--- config.mk ---
export PLATFORM = sky130hd
export DESIGN_NAME = tlph_fifo
export DESIGN_NICKNAME = d
export VERILOG_FILES = /design/src/rtl/tlph_fifo.sv
export SDC_FILE = /design/constraint.sdc
export NUM_CORES = 1
export LEC_CHECK = 0
export BUFFER_PORTS_ARGS = -buffer_cell sky130_fd_sc_hd__buf_4
export CAP_MARGIN = 10
export CORE_ASPECT_RATIO = 0.9
export CORE_MARGIN = 5
export CORE_UTILIZATION = 56
export DETAILED_ROUTE_END_ITERATION = 10
export MAX_ROUTING_LAYER = met4
export PLACE_DENSITY = 0.75
export SLEW_MARGIN = 10
export SYNTH_ARGS = -nofsm -noshare
export SYNTH_HDL_FRONTEND = slang
export SYNTH_SLANG_ARGS = --single-unit
--- constraint.sdc ---
create_clock -name clk -period 2.14 [get_ports clk]
set_input_delay 0.428 -clock clk [delete_from_list [all_inputs] [get_ports clk]]
set_output_delay 0.428 -clock clk [all_outputs]
set_load 0.02 [all_outputs]
--- src/rtl/tlph_fifo.sv ---
// ----------------------------------------------------------------------------
// Register FIFO
// Small first-in first-out buffer; the producer keeps count of free room.
// ----------------------------------------------------------------------------
module tlph_fifo #(
  parameter int WIDTH = 8,
  parameter int DEPTH = 32,
  localparam int AW = (DEPTH > 1) ? $clog2(DEPTH) : 1,
  localparam int CW = $clog2(DEPTH + 1)
) (
  input  logic             clk,
  input  logic             rst_n,
  input  logic             push,
  input  logic [WIDTH-1:0] din,
  input  logic             pop,
  output logic [WIDTH-1:0] dout,
  output logic             empty,
  output logic [CW-1:0]    count
);

  logic [WIDTH-1:0] mem [DEPTH];
  logic [AW-1:0]    wptr_r, rptr_r;
  logic [CW-1:0]    cnt_r;

  // store on push
  always_ff @(posedge clk) begin
    if (push) begin
      mem[wptr_r] <= din;
    end
  end

  // advance pointers and occupancy
  always_ff @(posedge clk) begin
    if (!rst_n) begin
      wptr_r <= '0;
      rptr_r <= '0;
      cnt_r  <= '0;
    end else begin
      if (push) begin
        wptr_r <= (wptr_r == AW'(DEPTH - 1)) ? '0 : wptr_r + 1'b1;
      end
      if (pop) begin
        rptr_r <= (rptr_r == AW'(DEPTH - 1)) ? '0 : rptr_r + 1'b1;
      end
      if (push && !pop) begin
        cnt_r <= cnt_r + 1'b1;
      end else if (pop && !push) begin
        cnt_r <= cnt_r - 1'b1;
      end
    end
  end

  assign dout  = mem[rptr_r];
  assign empty = (cnt_r == '0);
  assign count = cnt_r;

endmodule

Word level (Yosys, flattened, before mapping). Memories as Yosys holds them, arrays and structs flattened. A register that Yosys moved wholly into a read port is not among the register bits. Cells that the tools add are included.

Register bits after elaboration: 16. Bits in writable memories: 256. Bits of input ports: 12. Word-level logic and storage cells: 24. Memories kept: 1.

Memory list: mem (words 32, bits a word 8, read ports 1, clocked after memory_dff 1, wr ports 1, RTL line 21) `logic [WIDTH-1:0] mem [DEPTH];`.

Add/subtract/negate cells: 4. Eq/ne operators: 2. Muxes and demuxes: 8. Reduce and logical (&&, ||, !) cells: 6.

Operators by type and width (count): $mux W5 (4); $mux W6 (2); $add A5 B1 Y5 const B (2); $eq A5 B5 Y1 const B (2); $add A6 B1 Y6 const B (1); $logic_not A6 Y1 (1); $sub A6 B1 Y6 const B (1); $logic_and A1 B1 Y1 (2); $logic_not A1 Y1 (2); $mux W1 (2); $reduce_bool A2 Y1 (1).

Longest topological paths before layout.
Depth in word-level cells: 4. Gate-level depth with buffers: 8. Mapped depth without buffers: 8.

Least setup slack after synthesis. Ideal clock, no wire load.

Path type: reg-to-output. Start: reg (tool-made name). End: out dout[3]. Arrival time: 1.724 ns. Data required time: 1.712 ns. Setup slack: -0.012 ns. Cell stages (with the launch flop): 7. Path buffers: 2. Cells stage by stage: dfxtp_1 > buf_6 > buf_6 > mux4_1 > a22o_1 > a221oi_1 > nand3_1.

RTL lines: end: declaration (RTL line 16) `output logic [WIDTH-1:0] dout,`.

==> flow_results.org <==
** Outcome
- Status :: finished, violations left
- The checks that failed: negative setup slack.

** Critical path
- In this design, the critical path's most frequently occurring cell is sky130_fd_sc_hd__buf_4.
- Sort of element at the end of the critical path :: primary output
- STA puts the critical path data arrival time at 2.42 ns.
- STA classifies the critical path startpoint as a flip-flop.
- Along the worst path, the maximum fanout reaches 5.
- Slowest cell delay on critical path :: 0.50 ns
- Ordered list of cells on the worst path :: buf_4 > mux4_2 > a22o_1 > a221oi_2 > buf_4 > nand3_4 > buf_6
- The largest individual stage delay along the critical path comes from the cell sky130_fd_sc_hd__mux4_2.
- STA puts the critical path data required time at 1.71 ns.
- The critical path is of the flip-flop to primary output type.

** Yosys
- Synth Area in Adders :: 1.53%
- Main combinational cell family by area after synthesis :: multiplexers
- Among all flip-flop cells after synthesis, the most frequent one is sky130_fd_sc_hd__edfxtp_1.
- Counting flops and latches in the post-synthesis netlist gives 277.
- After technology mapping, the gate count stands at 616.
- sky130_fd_sc_hd__edfxtp_1 takes more of the synthesized area than any other cell.
- Post-synthesis average cell area :: 18.0 um2
- Area fraction in and, or, nand and nor cells after synthesis :: 5.32%
- By count the netlist is led by sky130_fd_sc_hd__edfxtp_1, sky130_fd_sc_hd__mux2i_1, sky130_fd_sc_hd__nor2_1, sky130_fd_sc_hd__a22oi_1, sky130_fd_sc_hd__nand3_1.
- Xor and xnor fraction of the mapped netlist area :: 0.237%
- After synthesis, the share of cell area in mux cells is 13.4%.
- Synthesized-area fraction occupied by ao, oa, aoi and oai cells :: 4.81%
- Summing the sequential cell areas from Yosys gives 73.0% of the chip area.
- Number of distinct library cells after synthesis :: 50
- Dominant cell by count in the synthesized netlist :: sky130_fd_sc_hd__edfxtp_1
- For this run, asynchronously set or reset flops after synthesis account for 0%.
- Synth top area cells :: sky130_fd_sc_hd__edfxtp_1, sky130_fd_sc_hd__mux2i_1, sky130_fd_sc_hd__dfxtp_1
- Summed over its instances, the top area cell type makes up 69.3% of the synthesized netlist area.
- Cell area after synthesis :: 0.0111 mm2
- Synth Net Count :: 641
- Number of synthesized flops with an enable pin :: 256
- Yosys Warn Count :: 0

** STA
- Adding up every negative setup slack in the final design gives -5.26 ns.
- The worst path uses 133% of the clock period.
- Shortest clock period the worst path allows after layout :: 2.84 ns
- The count of endpoints failing hold in the final timing report is 0.
- The number of slew-limit violations in the final report came to 0.
- Setup violations remaining at the end of the flow were counted as 8.
- Across the routed clock network, the largest skew measured is 0.00729 ns.
- Setup repair after global routing missed its margin :: true
- Headroom to the max-slew limit came out at 48.2%.
- Transition time at the pin with the least slew margin :: 0.775 ns
- After layout, the worst setup slack is -0.703 ns.
- Maximum clock rate :: 0.352 GHz
- Hold is met by 0.249 ns.

** Pwr
- VDD sags by at most 0.634 mV.
- Of the total power, the clock network draws 40.2%.
- Areal power density over the cells :: 877 mW/mm2
- Internal power comes to 9090 uW.
- Total power :: 11500 uW
- Share of total power in sequential cells :: 52.3%
- Net switching fraction of the power :: 21.0%
- Summed over all nets, the switching power comes to 2420 uW.
- In this run, the combinational gates consume 7.5% of the power.
- The analysis attributes to cell leakage a power of 0.00436 uW.

** GRT
- Global routing used 22.1% of the available tracks across all layers.
- Largest net degree at the start of global routing :: 34
- The number of antenna violations at the first check in global routing is 0.
- First-pass GRT wire length :: 36400 um
- Summed over all layers, the global routing overflow is 0.
- The number of global-route vias before repair came to 6242.

** Die
- The floorplan has 48 rows.
- Placeable core region :: 0.0193 mm2
- Die H :: 144 um
- The die is 158 um wide.
- Starting Density :: 57.4%
- Die outline area :: 0.0227 mm2
- 27 I/O pins were placed.

** CTS
- Counting every sink on the clock net gives 277.
- The cell sitting at the root of the clock tree is a sky130_fd_sc_hd__clkbuf_16.
- Cts bufs inserted :: 27
- Clock tree from TritonCTS :: yes
- Clock-pin slew on the worst setup and hold paths :: 0.06 ns
- Level count of the clock H-tree :: 1
- The clock reaches the later pin of the worst-skew pair after 0.52 ns.
- In this run the deepest clock path goes through 3 buffers.

** Final layout
- The filler cells instantiated in the layout total 1241.
- The post-route netlist has 26.0% of its cells at a drive strength greater than 1.
- The finished cells cover 0.0131 mm2.
- Nets@finish :: 738
- Non-filler cells, final :: 981
- Number of inserted diodes :: 0
- The area growth from synthesis to layout is 18.3%.

** Drt
- Vias :: 6045
- Post-detailed-route DRC marker count :: 0
- For this run, the detailed router's first-pass iteration total came to 5.
- In the final routed layout, each cell accounts on average for 24.1 um.
- Vias per cell :: 6.16
- In this run the remaining antenna-violating nets after routing total 0.
- The detailed router finished its first iteration with 621 violations.
- For this block, the routed nets add up to 23600 um of wire.

** Placed design
- HPWL after detailed placement :: 15100 um
- Once placement completed, the tool counted placed cells totaling 929.
- Final weighted congestion in routability-driven placement :: 0.859
- Placed Instance Area :: 0.0121 mm2
- Number of port buffers :: 26

** Job
- Number of max-capacitance violations reported :: 0

** Worst hold path
- Hold Path Class :: input pin to flip-flop
[worst paths after layout]
| check | endpoint | slack, ns | cells after the start | start |
|---|---|---|---|---|
| worst max-delay path | dout[1] | -0.70 | 7 | flip-flop |
| worst min-delay path | count[0] | 0.25 | 2 | rst_n |
| worst max register to register | count[4] | 0.46 | 5 | count[0] |
| worst min register to register | rptr_r[3] | 0.54 | 2 | rptr_r[3] |
[critical path, delay by kind of cell, from the launching register on]
| kind | cells | cell delay, ns |
|---|---|---|
| compound gates | 2 | 0.46 |
| mux | 1 | 0.50 |
| buf+inv | 3 | 0.46 |
| flops | 1 | 0.40 |
| simple gates | 1 | 0.07 |
[power by group through the flow]
stage | clock network, uW | registers [uW] | logic [uW]
2_1_floorplan | 0 | 6150 | 427
3_3_place_gp | 0 | 6130 | 759
3_5_place_dp | 0 | 6130 | 794
4_1_cts | 4690 | 6020 | 855
5_1_grt | 4940 | 6030 | 924
6_report | 4630 | 6020 | 859
[flip-flops by register name (all words and copies together) (netlist names), named ones only]
register,flops
wptr_r,5
rptr_r,5
mem,256
count,6
[layout by cell type (no fill, tap or decap), drive strengths merged, types with 3 or more instances in the layout]
cell type,synthesis,layout
buf,17,98
and2,5,5
inv,5,6
dfxtp,21,21
nand3,25,25
a22o,8,8
edfxtp,256,256
mux2i,71,71
and3,5,5
nor2b,10,10
mux4,32,32
nand3b,4,4
nor2,39,39
clkinv,0,8
clkbuf,14,37
xnor2,3,3
a221oi,8,8
a21oi,3,3
a22oi,33,33
o21ai,6,6
nand2,8,8
ha,12,12
nor3b,3,3
[timing repair]
action                     in CTS  in global routing
resized for setup              32                 10
pin swaps                      17                 11
buffers inserted                4                  0
gates cloned                    1                  1
hold endpoints to repair        0                  0
hold buffers                    0                  0
setup endpoints to repair       9                  9
[per-stage QoR]
stage	worst slack (ns)	utilization, %
3_3_place_gp	-0.337	62.4
2_1_floorplan	-0.00125	-
6_report	-0.703	67.9
3_5_place_dp	-0.371	62.4
5_1_grt	-0.781	67.9
4_1_cts	-0.747	67.9
[area by class of cell]
type	count	area [um2]	area share [%]
multi-input combinational	303	2870	21.8
sequential	277	8120	61.8
inverter	5	18.8	0.143
timing repair buffer	99	926	7.05
clock inverter	11	83.8	0.639
tap	250	313	2.38
clock buffer	36	802	6.11
[cell families after synthesis]
family                     Yosys count
DFF                                277
and+or+nand+nor                    114
muxes                              103
AOI/OAI and AO/OA                   70
buffers and inverters               36
adders and majority gates           13
xor gates and xnor gates             3
[layer usage]
metal,GRT usage (%),vias up,share of wire (%)
li1,-,2682,-
met1,31.2,3064,42
met2,35.0,266,49
met3,3.43,33,7.9
met4,4.49,0,1.6
met5,-,-,0
Power figures use the tool's default switching activity.
